### config.mk
export PLATFORM = sky130hd
export DESIGN_NAME = pixel_format_expander_flat
export DESIGN_NICKNAME = d
export VERILOG_FILES = /design/src/design/pfe_pkg.sv /design/src/design/pfe_if.sv /design/src/design/pfe_decode.sv /design/src/design/pixel_format_expander.sv /design/src/flat_wrapper.sv
export SDC_FILE = /design/constraint.sdc
export NUM_CORES = 1
export LEC_CHECK = 0
export ABC_CLOCK_PERIOD_IN_PS = 4400
export BUFFER_PORTS_ARGS = -buffer_cell sky130_fd_sc_hd__buf_2
export CORE_MARGIN = 1.5
export CORE_UTILIZATION = 40
export DETAILED_ROUTE_END_ITERATION = 6
export GPL_ROUTABILITY_DRIVEN = 0
export GPL_TIMING_DRIVEN = 1
export HOLD_SLACK_MARGIN = 0.12
export PLACE_DENSITY_LB_ADDON = 0.12
export SYNTH_ARGS = -nofsm -noshare
export SYNTH_HDL_FRONTEND = slang
export SYNTH_HIERARCHICAL = 1
export SYNTH_SLANG_ARGS = --single-unit
### constraint.sdc
create_clock -name clk -period 4.4 [get_ports clk]
set_clock_uncertainty 0.05 [all_clocks]
set_input_delay 0.88 -clock clk [delete_from_list [all_inputs] [get_ports clk]]
set_output_delay 0.88 -clock clk [all_outputs]
set_load 0.05 [all_outputs]
### src/design/pfe_pkg.sv
package pfe_pkg;

  localparam int WORD_W = 32;
  localparam int CHAN_W = 8;
  localparam int FMT_W  = 3;

  typedef enum logic [FMT_W-1:0] {
    FMT_R5G6B5   = 3'd0,
    FMT_A4R4G4B4 = 3'd1,
    FMT_R8G8B8   = 3'd2,
    FMT_A8R8G8B8 = 3'd3,
    FMT_A1R5G5B5 = 3'd4
  } pixel_format_t;

  typedef struct packed {
    logic [CHAN_W-1:0] red;
    logic [CHAN_W-1:0] green;
    logic [CHAN_W-1:0] blue;
    logic [CHAN_W-1:0] alpha;
    logic              has_alpha;
  } pixel_rgba_t;

  // 5-bit to 8-bit rounding expansion
  localparam logic [CHAN_W-1:0] WIDEN5 [32] = '{
    8'd0,   8'd8,   8'd16,  8'd25,  8'd33,  8'd41,  8'd49,  8'd58,
    8'd66,  8'd74,  8'd82,  8'd90,  8'd99,  8'd107, 8'd115, 8'd123,
    8'd132, 8'd140, 8'd148, 8'd156, 8'd165, 8'd173, 8'd181, 8'd189,
    8'd197, 8'd206, 8'd214, 8'd222, 8'd230, 8'd239, 8'd247, 8'd255
  };

  // floor(g * 255 / 63) = 4g + floor(g / 21)
  function automatic logic [CHAN_W-1:0] widen6(input logic [5:0] g);
    logic [1:0] corr;
    corr = (g >= 6'd63) ? 2'd3 : (g >= 6'd42) ? 2'd2 : (g >= 6'd21) ? 2'd1 : 2'd0;
    return {g, 2'b00} + {6'd0, corr};
  endfunction

  // n * 17 replicates the nibble
  function automatic logic [CHAN_W-1:0] widen4(input logic [3:0] n);
    return {n, n};
  endfunction

endpackage

### src/design/pfe_if.sv
interface pfe_in_if;
  logic                        valid;
  logic                        ready;
  logic [pfe_pkg::WORD_W-1:0]  pixel_word;

  modport source (output valid, output pixel_word, input ready);
  modport sink   (input valid, input pixel_word, output ready);
endinterface

interface pfe_out_if;
  logic                        valid;
  logic                        ready;
  logic [pfe_pkg::CHAN_W-1:0]  red;
  logic [pfe_pkg::CHAN_W-1:0]  green;
  logic [pfe_pkg::CHAN_W-1:0]  blue;
  logic [pfe_pkg::CHAN_W-1:0]  alpha;
  logic                        has_alpha;

  modport source (output valid, output red, output green, output blue,
                  output alpha, output has_alpha, input ready);
  modport sink   (input valid, input red, input green, input blue,
                  input alpha, input has_alpha, output ready);
endinterface

interface pfe_cfg_if;
  logic                        valid;
  logic                        ready;
  logic [pfe_pkg::FMT_W-1:0]   data;

  modport source (output valid, output data, input ready);
  modport sink   (input valid, input data, output ready);
endinterface

### src/design/pfe_decode.sv
module pfe_decode (
  input  pfe_pkg::pixel_format_t        fmt,
  input  logic [pfe_pkg::WORD_W-1:0]    word,
  output pfe_pkg::pixel_rgba_t          pix
);
  import pfe_pkg::*;

  always_comb begin
    pix = '0;
    case (fmt)
      FMT_R5G6B5: begin
        pix.blue  = WIDEN5[word[4:0]];
        pix.green = widen6(word[10:5]);
        pix.red   = WIDEN5[word[15:11]];
      end
      FMT_A4R4G4B4: begin
        pix.blue      = widen4(word[3:0]);
        pix.green     = widen4(word[7:4]);
        pix.red       = widen4(word[11:8]);
        pix.alpha     = widen4(word[15:12]);
        pix.has_alpha = 1'b1;
      end
      FMT_R8G8B8: begin
        pix.blue  = word[7:0];
        pix.green = word[15:8];
        pix.red   = word[23:16];
      end
      FMT_A8R8G8B8: begin
        pix.blue      = word[7:0];
        pix.green     = word[15:8];
        pix.red       = word[23:16];
        pix.alpha     = word[31:24];
        pix.has_alpha = 1'b1;
      end
      FMT_A1R5G5B5: begin
        pix.blue      = WIDEN5[word[4:0]];
        pix.green     = WIDEN5[word[9:5]];
        pix.red       = WIDEN5[word[14:10]];
        pix.alpha     = {CHAN_W{word[15]}};
        pix.has_alpha = 1'b1;
      end
      default: pix = '0;
    endcase
  end

endmodule

### src/design/pixel_format_expander.sv
// Packed pixel to 8-bit RGBA expander.
// in_ch : one 32-bit packed pixel per beat, byte 0 in bits 7..0.
// out_ch: red, green, blue, alpha and has_alpha, one beat per input beat,
//         in input order.
// cfg_ch: 3-bit pixel format (0 R5G6B5, 1 A4R4G4B4, 2 R8G8B8, 3 A8R8G8B8,
//         4 A1R5G5B5, other codes give all-zero results); always ready,
//         write only while no beats are in flight.
// Two register stages: an input register and a result register with the
// decode between them. A beat goes through the input register, then the
// result register; throughput is one pixel per cycle while out_ch is ready.
// When out_ch stalls, the result register holds and the input register
// still accepts one more beat; ready drops only when both are full.
// Synchronous active-low reset empties both stages and sets format 0.
module pixel_format_expander (
  input  logic              clk,
  input  logic              rst_n,
  pfe_in_if.sink            in_ch,
  pfe_out_if.source         out_ch,
  pfe_cfg_if.sink           cfg_ch
);
  import pfe_pkg::*;

  pixel_format_t     fmt_r;
  logic              s1_valid_r;
  logic [WORD_W-1:0] s1_word_r;
  logic              out_valid_r;
  pixel_rgba_t       out_pix_r;
  pixel_rgba_t       pix_nxt;
  logic              out_adv;
  logic              s1_adv;

  assign out_adv = !out_valid_r || out_ch.ready;
  assign s1_adv  = !s1_valid_r || out_adv;

  assign in_ch.ready  = s1_adv;
  assign cfg_ch.ready = 1'b1;

  pfe_decode u_decode (
    .fmt  (fmt_r),
    .word (s1_word_r),
    .pix  (pix_nxt)
  );

  always_ff @(posedge clk) begin
    if (!rst_n) begin
      fmt_r       <= FMT_R5G6B5;
      s1_valid_r  <= 1'b0;
      out_valid_r <= 1'b0;
    end else begin
      if (cfg_ch.valid) begin
        fmt_r <= pixel_format_t'(cfg_ch.data);
      end
      if (s1_adv) begin
        s1_valid_r <= in_ch.valid;
      end
      if (out_adv) begin
        out_valid_r <= s1_valid_r;
      end
    end
  end

  always_ff @(posedge clk) begin
    if (s1_adv && in_ch.valid) begin
      s1_word_r <= in_ch.pixel_word;
    end
    if (out_adv && s1_valid_r) begin
      out_pix_r <= pix_nxt;
    end
  end

  assign out_ch.valid     = out_valid_r;
  assign out_ch.red       = out_pix_r.red;
  assign out_ch.green     = out_pix_r.green;
  assign out_ch.blue      = out_pix_r.blue;
  assign out_ch.alpha     = out_pix_r.alpha;
  assign out_ch.has_alpha = out_pix_r.has_alpha;

`ifndef ASSERT_OFF
  a_reset_empty: assert property (@(posedge clk)
    !rst_n |=> !out_valid_r && !s1_valid_r)
    else $error("pipeline not empty after reset");

  a_alpha_fmt: assert property (@(posedge clk) disable iff (!rst_n)
    out_valid_r && out_pix_r.has_alpha |->
      fmt_r == FMT_A4R4G4B4 || fmt_r == FMT_A8R8G8B8 || fmt_r == FMT_A1R5G5B5)
    else $error("has_alpha set for a three-component format");

  a_no_alpha_zero: assert property (@(posedge clk) disable iff (!rst_n)
    out_valid_r && !out_pix_r.has_alpha |-> out_pix_r.alpha == '0)
    else $error("nonzero alpha without has_alpha");

  a_full_stall: assert property (@(posedge clk) disable iff (!rst_n)
    s1_valid_r && out_valid_r && !out_ch.ready |=> s1_valid_r && out_valid_r)
    else $error("beat dropped under stall");
`endif

endmodule
### src/flat_wrapper.sv
// flat-port wrapper written by rule: the top's interface ports become plain ports
module pixel_format_expander_flat import pfe_pkg::*;
  (clk, rst_n, in_ch_valid, in_ch_pixel_word, in_ch_ready, out_ch_valid, out_ch_red, out_ch_green, out_ch_blue, out_ch_alpha, out_ch_has_alpha, out_ch_ready, cfg_ch_valid, cfg_ch_data, cfg_ch_ready);
  pfe_in_if in_ch_i ();
  pfe_out_if out_ch_i ();
  pfe_cfg_if cfg_ch_i ();
  input  logic clk;
  input  logic rst_n;
  input wire logic [$bits(in_ch_i.valid)-1:0] in_ch_valid;
  input wire logic [$bits(in_ch_i.pixel_word)-1:0] in_ch_pixel_word;
  output wire logic [$bits(in_ch_i.ready)-1:0] in_ch_ready;
  output wire logic [$bits(out_ch_i.valid)-1:0] out_ch_valid;
  output wire logic [$bits(out_ch_i.red)-1:0] out_ch_red;
  output wire logic [$bits(out_ch_i.green)-1:0] out_ch_green;
  output wire logic [$bits(out_ch_i.blue)-1:0] out_ch_blue;
  output wire logic [$bits(out_ch_i.alpha)-1:0] out_ch_alpha;
  output wire logic [$bits(out_ch_i.has_alpha)-1:0] out_ch_has_alpha;
  input wire logic [$bits(out_ch_i.ready)-1:0] out_ch_ready;
  input wire logic [$bits(cfg_ch_i.valid)-1:0] cfg_ch_valid;
  input wire logic [$bits(cfg_ch_i.data)-1:0] cfg_ch_data;
  output wire logic [$bits(cfg_ch_i.ready)-1:0] cfg_ch_ready;
  assign in_ch_i.valid = in_ch_valid;
  assign in_ch_i.pixel_word = in_ch_pixel_word;
  assign in_ch_ready = in_ch_i.ready;
  assign out_ch_valid = out_ch_i.valid;
  assign out_ch_red = out_ch_i.red;
  assign out_ch_green = out_ch_i.green;
  assign out_ch_blue = out_ch_i.blue;
  assign out_ch_alpha = out_ch_i.alpha;
  assign out_ch_has_alpha = out_ch_i.has_alpha;
  assign out_ch_i.ready = out_ch_ready;
  assign cfg_ch_i.valid = cfg_ch_valid;
  assign cfg_ch_i.data = cfg_ch_data;
  assign cfg_ch_ready = cfg_ch_i.ready;
  pixel_format_expander u_core (.clk(clk), .rst_n(rst_n), .in_ch(in_ch_i), .out_ch(out_ch_i), .cfg_ch(cfg_ch_i));
endmodule
## After elaboration in Yosys (flattened, before gate mapping)

Memory sizes are Yosys's and may differ from the RTL's.
Cells that the tools add are included.

| cells by class | value |
|---|---|
| equality and inequality tests | 4 |
| bitwise logic cells | 4 |
| reduce and logical (&&, ||, !) cells | 8 |
| magnitude comparators | 7 |
| multiplexer cells | 13 |
| add/subtract/negate cells | 1 |

Operators by type and width:

| kind | count |
|---|---|
| one-hot mux 24 bit (4 select lines) | 1 |
| two-way mux 8 bit | 8 |
| greater-or-equal comparator 6 bit, second input constant | 6 |
| one-hot mux 9 bit (3 select lines) | 1 |
| NOT 5 -> 6 bit | 4 |
| adder 8 x 2 -> 8 bit | 1 |
| == test 3 x 2 -> 1 bit, second input constant | 2 |
| greater-or-equal comparator 6 x 5 -> 1 bit, second input constant | 1 |
| two-way mux 2 bit | 2 |
| == test 3 x 1 -> 1 bit, second input constant | 1 |
| == test 3 bit, second input constant | 1 |
| logical NOT 3 bit | 1 |
| logical AND 1 bit | 2 |
| logical NOT 1 bit | 2 |
| logical OR 1 bit | 2 |
| OR reduction 2 bit | 1 |
| two-way mux 1 bit | 1 |

| storage, ports and cells | value |
|---|---|
| memories | 4 |
| input port bits | 40 |
| word-level logic and storage cells | 50 |
| flip-flop bits (word level) | 70 |
| memory bits (read-only) | 1,024 |

Memories:

| name | words | width | read ports | clocked after Yosys merged registers in | write ports | RTL line | RTL |
|---|---|---|---|---|---|---|---|
| (no name shown) | 32 | 8 | 1 | 0 | 0 | pfe_decode.sv:38 | `pix.red = WIDEN5[word[14:10]];` |
| (no name shown) | 32 | 8 | 1 | 0 | 0 | pfe_decode.sv:37 | `pix.green = WIDEN5[word[9:5]];` |
| (no name shown) | 32 | 8 | 1 | 0 | 0 | pfe_decode.sv:36 | `pix.blue = WIDEN5[word[4:0]];` |
| (no name shown) | 32 | 8 | 1 | 0 | 0 | pfe_decode.sv:14 | `pix.red = WIDEN5[word[15:11]];` |

## Logic depth before layout (Yosys ltp)

Gate-level depths: netlist (run 1).

| depth | value |
|---|---|
| depth after elaboration | 6 |
| mapped depth | 5 |
| gate-level depth less buffers | 4 |

## By module

The synthesis (run 1) kept the hierarchy.

Modules (own cells, without submodules):

| module | cells an instance | instances | sequential area each (µm²) | area an instance (µm²) |
|---|---|---|---|---|
| pixel_format_expander | 85 | 1 | 2,052.0 | 2,175.8 |
| pfe_decode | 185 | 1 | 0.0 | 1,112.3 |

## Worst setup path before layout (run 1)

Ideal clock, no wire load.

| timing | value |
|---|---|
| path kind | input -> register |
| from | input port out_ch_ready |
| to | register u_core.s1_word_r[0], enable pin |
| stages | 2 |
| required time | 3.918 ns |
| path slack | 1.397 ns |
| library setup time | 0.432 ns |
| arrival time | 2.521 ns |
| path buffers | 0 |
| path through | nor2b_4 -> a21oi_1 |

| on the way | value |
|---|---|
| cells in the longest elaborated chain, start to end | 3 |

Ends and longest elaborated chain:

| what | RTL line | RTL |
|---|---|---|
| start: declaration | flat_wrapper.sv:18 | `input wire logic [$bits(out_ch_i.ready)-1:0] out_ch_ready;` |
| logical OR 1 bit | pixel_format_expander.sv:32 | `assign out_adv = !out_valid_r \|\| out_ch.ready;` |
| logical OR 1 bit | pixel_format_expander.sv:33 | `assign s1_adv = !s1_valid_r \|\| out_adv;` |
| logical AND 1 bit | pixel_format_expander.sv:63 | `if (s1_adv && in_ch.valid) begin` |
| end signal: assignment | pixel_format_expander.sv:64 | `s1_word_r <= in_ch.pixel_word;` |
| end: declaration | pixel_format_expander.sv:25 | `logic [WORD_W-1:0] s1_word_r;` |

No other way between the ends.
A chain may end at the register's enable or synchronous reset.

## Worst setup path after layout (run 1)

| timing | value |
|---|---|
| from | input port out_ch_ready |
| to | output port in_ch_ready |

| on the way | value |
|---|---|
| cells in the longest elaborated chain, start to end | 2 |

Ends and longest elaborated chain:

| what | RTL line | RTL |
|---|---|---|
| logical OR 1 bit | pixel_format_expander.sv:32 |  |
| logical OR 1 bit | pixel_format_expander.sv:33 |  |
| end: declaration | flat_wrapper.sv:11 | `output wire logic [$bits(in_ch_i.ready)-1:0] in_ch_ready;` |

No other way between the ends.

==> flow_summary.json, run 1 <==
{
  "via_count": 2298,
  "area_growth_syn_to_layout_pct": 18.5,
  "drc": 0,
  "worst-setup-path-type": "input pin to output pin",
  "timing.critical_path.buf_inv": 2,
  "endpoint": "in_ch_ready",
  "rsz0062_at_grt": "no",
  "synthCells": 270,
  "slew_violations": 0,
  "worst-path-stages": 3,
  "path_cells": "buf_2 -> nand3b_4 -> buf_2",
  "relSlewSlack_pct": 29.8,
  "fillers": 758,
  "period_needed_ns": 2.30,
  "hp-start": "u_core/s1_word_r[20]",
  "crit_family": "buffers and inverters",
  "path_clk_slew_ns": 0.07,
  "synth_nets": 310,
  "overflow": 0,
  "synthDistinctLibCells": 47,
  "drive_above_1_share_pct": 30.1,
  "drt_pass1_iterations": 4,
  "yosysTopAreaCell": "edfxtp_1",
  "required_ns": 3.47,
  "crit_path_start": "out_ch_ready",
  "avgSynthCellArea_um2": 12.2,
  "r2r-end": "u_core/out_ch.red[0]",
  "drt_iter0_drc": 149,
  "power_density_mw_per_mm2": 393,
  "cp_data_arrival_time_ns": 1.37,
  "nNetsFinal": 377,
  "io_pins": 76,
  "final_common_cell": "buf_2",
  "fmaxAchievable_mhz": 434,
  "cts_tree": "yes",
  "port_buffers": 74,
  "htree_levels": 3,
  "first_global_vias": 2095,
  "synth_top_cell_area_share_pct": 59.4,
  "final_cell_mix": "74 x buf_2, 65 x edfxtp_1, 23 x o21ai_0, 21 x nand2_1, 18 x a21oi_1",
  "netlist_area_mm2": 0.00329,
  "detail-route-antenna-nets": 0,
  "antenna_found_initial": 0,
  "regToRegStartpoint": "u_core/fmt_r[0]",
  "p_leak_nw": 1.49,
  "drv_cap": 0,
  "ys_seq_elements": 70,
  "cts.hold.buffers_added": 0,
  "ys.flop_type": "edfxtp_1",
  "worstMarginPinSlew_ns": 1.05,
  "die-width_um": 93.7,
  "wl_per_cell_um": 14.9,
  "finalSetupViolCount": 0,
  "clk_latency_ns": 0.35,
  "cpMostUsedCell": "buf_2",
  "clk_path_buf_depth": 2,
  "postCtsSetupRepairBufs": 0,
  "synthArstFlopShare_pct": 0,
  "cts-root-buf": "clkbuf_8",
  "seqCellArea_mm2": 0.00205,
  "hold_viol": 0,
  "placeableCoreArea_mm2": 0.00785,
  "numCtsBuffers": 9,
  "cts_resized": 0,
  "hp-class": "flop to flop",
  "crit_path_end_kind": "output pin",
  "numClockSinks": 70,
  "via_per_inst": 5.18,
  "worstRegToRegCells": 3,
  "cp_slowest_stage_delay_ns": 0.26,
  "reg2reg_setup_slack_ns": 2.18,
  "multiInputGateArea_mm2": 0.00110,
  "synth_edf_count": 65,
  "ys_warn_count": 6,
  "start_kind": "input pin",
  "track_usage_pct": 15.7,
  "irDropWorstVdd_mv": 0.154,
  "worst-path-max-fanout": 2,
  "place_hpwl_um": 4480,
  "routed_wl_um": 6610,
  "finish.utilization_pct": 49.7,
  "die_area_mm2": 0.00877,
  "synth-seq-area-share_pct": 62.4,
  "status": "finished, final reports clean",
  "synth_area_leaders": "edfxtp_1 59%, mux2i_1 3.7%, o21ai_0 3.5%",
  "critPathSlowestCell": "buf_2",
  "finalCritPeriodShare_pct": 52.4,
  "grt_first_pass_wirelength_um": 10200,
  "initial_core_util_pct": 41.9,
  "antenna_cells": 0,
  "die_y_um": 93.7,
  "grt_max_degree": 45,
  "setup-tns-final_ns": 0,
  "rows": 32
}
## sequential cells by signal (all words and copies together) (netlist names)
name	flops
u_core/s1_word_r	32
u_core/out_ch.has_alpha	1
u_core/out_ch.valid	1
u_core/out_ch.blue	8
u_core/s1_valid_r	1
u_core/out_ch.green	8
u_core/out_ch.alpha	8
u_core/fmt_r	3
u_core/out_ch.red	8
## power by group
part,switching [mW],internal [mW],total (mW)
registers,0.0317,0.779,0.811
logic,0.154,0.0729,0.227
clock network,0.235,0.260,0.494
## worst min-delay path: cells and delay by family (launching register included)
kind | cells | cell delay, ns
AOI/OAI and AO/OA | 1 | 0.06
DFF | 1 | 0.32
and+or+nand+nor | 1 | 0.04
## cells by family (layout without fill, tap and decap cells)
kind of cell              count (synthesis)  after routing  share of synthesized area (%)
AOI/OAI and AO/OA                        79             79                           15.1
xor gates and xnor gates                  1              1                          0.266
buffers and inverters                    29            101                           4.41
DFF                                      70             70                           62.4
muxes                                    14             14                           4.34
other                                     1              1                          0.114
and+or+nand+nor                          76             76                           13.4
## layout make-up
type,instances,area share [%]
clock buffer,10,3.27
sequential,70,52.6
inverter,8,0.770
timing repair buffer,77,10.1
tap,102,3.27
multi-input combinational,171,28.3
clock inverter,6,1.61
## metal layers
metal / global-route usage [%] / up-vias / wire length [µm]
met5: 0 / - / 0
met4: 6.47 / 0 / 80
met3: 4.45 / 7 / 351
met2: 23.9 / 71 / 3030
met1: 21.0 / 1072 / 3150
li1: - / 1148 / -
## worst min-delay path by stage
stage | cells past startpoint | slack (ns) | to
2_1_floorplan | 2 | 0.43 | u_core/fmt_r[1]
3_3_place_gp | 2 | 0.45 | u_core/fmt_r[1]
3_5_place_dp | 2 | 0.46 | u_core/out_ch.red[5]
4_1_cts | 2 | 0.48 | u_core/s1_valid_r
5_1_grt | 2 | 0.50 | u_core/out_ch.red[6]
6_report | 2 | 0.47 | u_core/out_ch.red[4]
## synthesized netlist by cell type (3+ instances only)
master and count:
edfxtp_1 65, o21ai_0 23, clkbuf_1 6, o21a_1 4
a21oi_1 19, mux2i_1 12, o31a_1 3, nand3_1 6
and4bb_2 3, dfxtp_1 5, a31oi_1 6, a22oi_1 6
buf_2 10, nand2_1 21, nor2_1 10, nand2b_1 4
inv_1 8, nor2b_1 17, nor3_1 5
## per-stage QoR
stage                     worst slack [ns]  instances  cell area (µm²)  hold slack, ns  power (mW)
after detailed placement              2.05        428             3710           0.464        1.05
after global placement                2.09        428             3710           0.449        1.05
after global routing                  2.07        444             3900           0.503        1.60
after floorplan                       1.40        270             3290           0.427       0.992
final                                 2.10        444             3900           0.473        1.53
after CTS                             2.09        444             3900           0.480        1.55
(Power assumes the default switching activity.)
==> run 2: changes to the inputs <==
--- a/config.mk
+++ b/config.mk
@@ -5,7 +5,7 @@
 export SDC_FILE = /design/constraint.sdc
 export NUM_CORES = 1
 export LEC_CHECK = 0
-export ABC_CLOCK_PERIOD_IN_PS = 4400
+export ABC_CLOCK_PERIOD_IN_PS = 2050
 export BUFFER_PORTS_ARGS = -buffer_cell sky130_fd_sc_hd__buf_2
 export CORE_MARGIN = 1.5
 export CORE_UTILIZATION = 40
==> constraint.sdc (replaced) <==
create_clock -name clk -period 2.05 [get_ports clk]
set_clock_uncertainty 0.05 [all_clocks]
set_input_delay 0.41 -clock clk [delete_from_list [all_inputs] [get_ports clk]]
set_output_delay 0.41 -clock clk [all_outputs]
set_load 0.05 [all_outputs]
==> run 2 against run 1 <==
Net effect:
- largest cell class unchanged
- wire length grew 2.8%
- sequential power increased by 110%
- power is 120% higher
- combinational power rose by 120%
- sequential share of layout area is 1.0 points lower
- setup slack got worse by 1.7 ns
- non-clock buffer count increased by 7
- sequential cell count unchanged
==> flow_summary.json, run 2 (synthesis gave the netlist of run 1 again) <==
{
  "status": "finished, final reports clean",
  "required_ns": 2.08,
  "die-width_um": 93.7,
  "rows": 32,
  "cts-root-buf": "clkbuf_8",
  "place_hpwl_um": 4710,
  "drv_cap": 0,
  "nNetsFinal": 384,
  "drt_pass1_iterations": 4,
  "final_common_cell": "buf_2",
  "routed_wl_um": 6800,
  "postCtsSetupRepairBufs": 0,
  "worst-path-max-fanout": 12,
  "path_clk_slew_ns": 0.08,
  "period_needed_ns": 1.70,
  "antenna_found_initial": 0,
  "max_flop_register": "u_core/s1_word_r",
  "hold_viol": 0,
  "hp-class": "input pin to flop",
  "irDropWorstVdd_mv": 0.427,
  "rsz0062_at_grt": "no",
  "drive_above_1_share_pct": 31.5,
  "multiInputGateArea_mm2": 0.00111,
  "power.total_mw": 3.31,
  "start_kind": "flop",
  "cts_tree": "yes",
  "port_buffers": 74,
  "initial_core_util_pct": 41.9,
  "setup-tns-final_ns": 0,
  "cts.hold.buffers_added": 0,
  "setup_ws_ns": 0.353,
  "htree_levels": 3,
  "cp_slowest_stage_delay_ns": 0.55,
  "fmaxAchievable_mhz": 589,
  "hp-start": "in_ch_pixel_word[18]",
  "regToRegStartpoint": "u_core/s1_word_r[10]",
  "critPathSlowestCell": "edfxtp_1",
  "clk_latency_ns": 0.34,
  "worst-setup-path-type": "flop to flop",
  "io_pins": 76,
  "track_usage_pct": 16.3,
  "grt_max_degree": 34,
  "crit_family": "flip-flops",
  "final_area_mm2": 0.00397,
  "seqCellArea_mm2": 0.00205,
  "p_leak_nw": 1.54,
  "numCtsBuffers": 9,
  "drt_iter0_drc": 162,
  "drc": 0,
  "power_density_mw_per_mm2": 834,
  "detail-route-antenna-nets": 0,
  "via_count": 2353,
  "first_global_vias": 2074,
  "cts_resized": 0,
  "fillers": 761,
  "largest_reg_flops": 32,
  "die_area_mm2": 0.00877,
  "finish.utilization_pct": 50.6,
  "post_dp_cell_area_mm2": 0.00378,
  "grt_first_pass_wirelength_um": 10600,
  "finalSetupViolCount": 0,
  "clk_path_buf_depth": 2,
  "place_ws_ns": 0.361,
  "area_growth_syn_to_layout_pct": 20.9,
  "placeableCoreArea_mm2": 0.00785,
  "cp_data_arrival_time_ns": 1.72,
  "numClockSinks": 70,
  "crit_path_start": "u_core/s1_word_r[10]",
  "path_cells": "or3b_2 -> a21oi_1 -> o31a_1 -> a31oi_1",
  "antenna_cells": 0,
  "crit_path_end_kind": "flop",
  "wl_per_cell_um": 15.1,
  "overflow": 0,
  "finalCritPeriodShare_pct": 82.8,
  "timing.critical_path.buf_inv": 0,
  "final_cell_mix": "74 x buf_2, 65 x edfxtp_1, 23 x o21ai_0, 21 x nand2_1, 18 x a21oi_1",
  "slew_violations": 0,
  "die_y_um": 93.7,
  "via_per_inst": 5.22
}
[run 2: cell types whose count changed in the layout (fill, tap and decap cells not counted)]
cell | before | now
nor2b_4 | 1 | 2
clkbuf_16 | 0 | 1
clkinvlp_4 | 2 | 1
nor2b_2 | 1 | 0
clkbuf_8 | 9 | 11
clkinv_1 | 1 | 0
buf_12 | 0 | 1
clkinv_4 | 1 | 0
clkbuf_1 | 1 | 2
bufinv_16 | 1 | 0
buf_4 | 3 | 9
[run 2: report_power, final]
group / switching, mW / internal (mW) / leakage [nW]
clock network: 0.489 / 0.579 / 0.0978
registers: 0.0631 / 1.67 / 0.664
logic: 0.339 / 0.171 / 0.773
total: 0.892 / 2.42 / 1.54
[run 2: final cells by class]
class	count	share of cell area, %
Clock buffer	14	4.63
Tap cell	102	3.21
Clock inverter	2	0.315
Inverter	8	0.756
Multi-Input combinational cell	171	27.9
Timing Repair Buffer	84	11.5
Sequential cell	70	51.6
[run 2: path summary, 6_finish.rpt]
check,to,slack [ns],cells past startpoint
max,u_core/out_ch.red[1],0.35,4
min,u_core/s1_word_r[18],0.19,1
max reg2reg,u_core/out_ch.red[1],0.35,4
min reg2reg,u_core/s1_valid_r,0.47,2
[run 2: metal layers]
metal / up-vias / share of wire (%) / wire [µm] / GRT usage [%]
met4: 0 / 1.1 / 72 / 6.97
met5: - / 0 / 0 / 0
met2: 94 / 45 / 3080 / 23.9
li1: 1155 / - / - / -
met1: 1097 / 47 / 3180 / 22.3
met3: 7 / 6.8 / 462 / 5.10
[run 2: stage by stage]
stage / std cells / hold slack [ns]
after floorplan: 270 / 0.427
after global placement: 435 / 0.449
after detailed placement: 435 / 0.466
after CTS: 451 / 0.172
after global routing: 451 / 0.163
final: 451 / 0.188
[run 2: worst register-to-register path: stages (launching register included)]
cell,delay (ns)
edfxtp_1,0.55
or3b_2,0.52
a21oi_1,0.15
o31a_1,0.13
a31oi_1,0.04
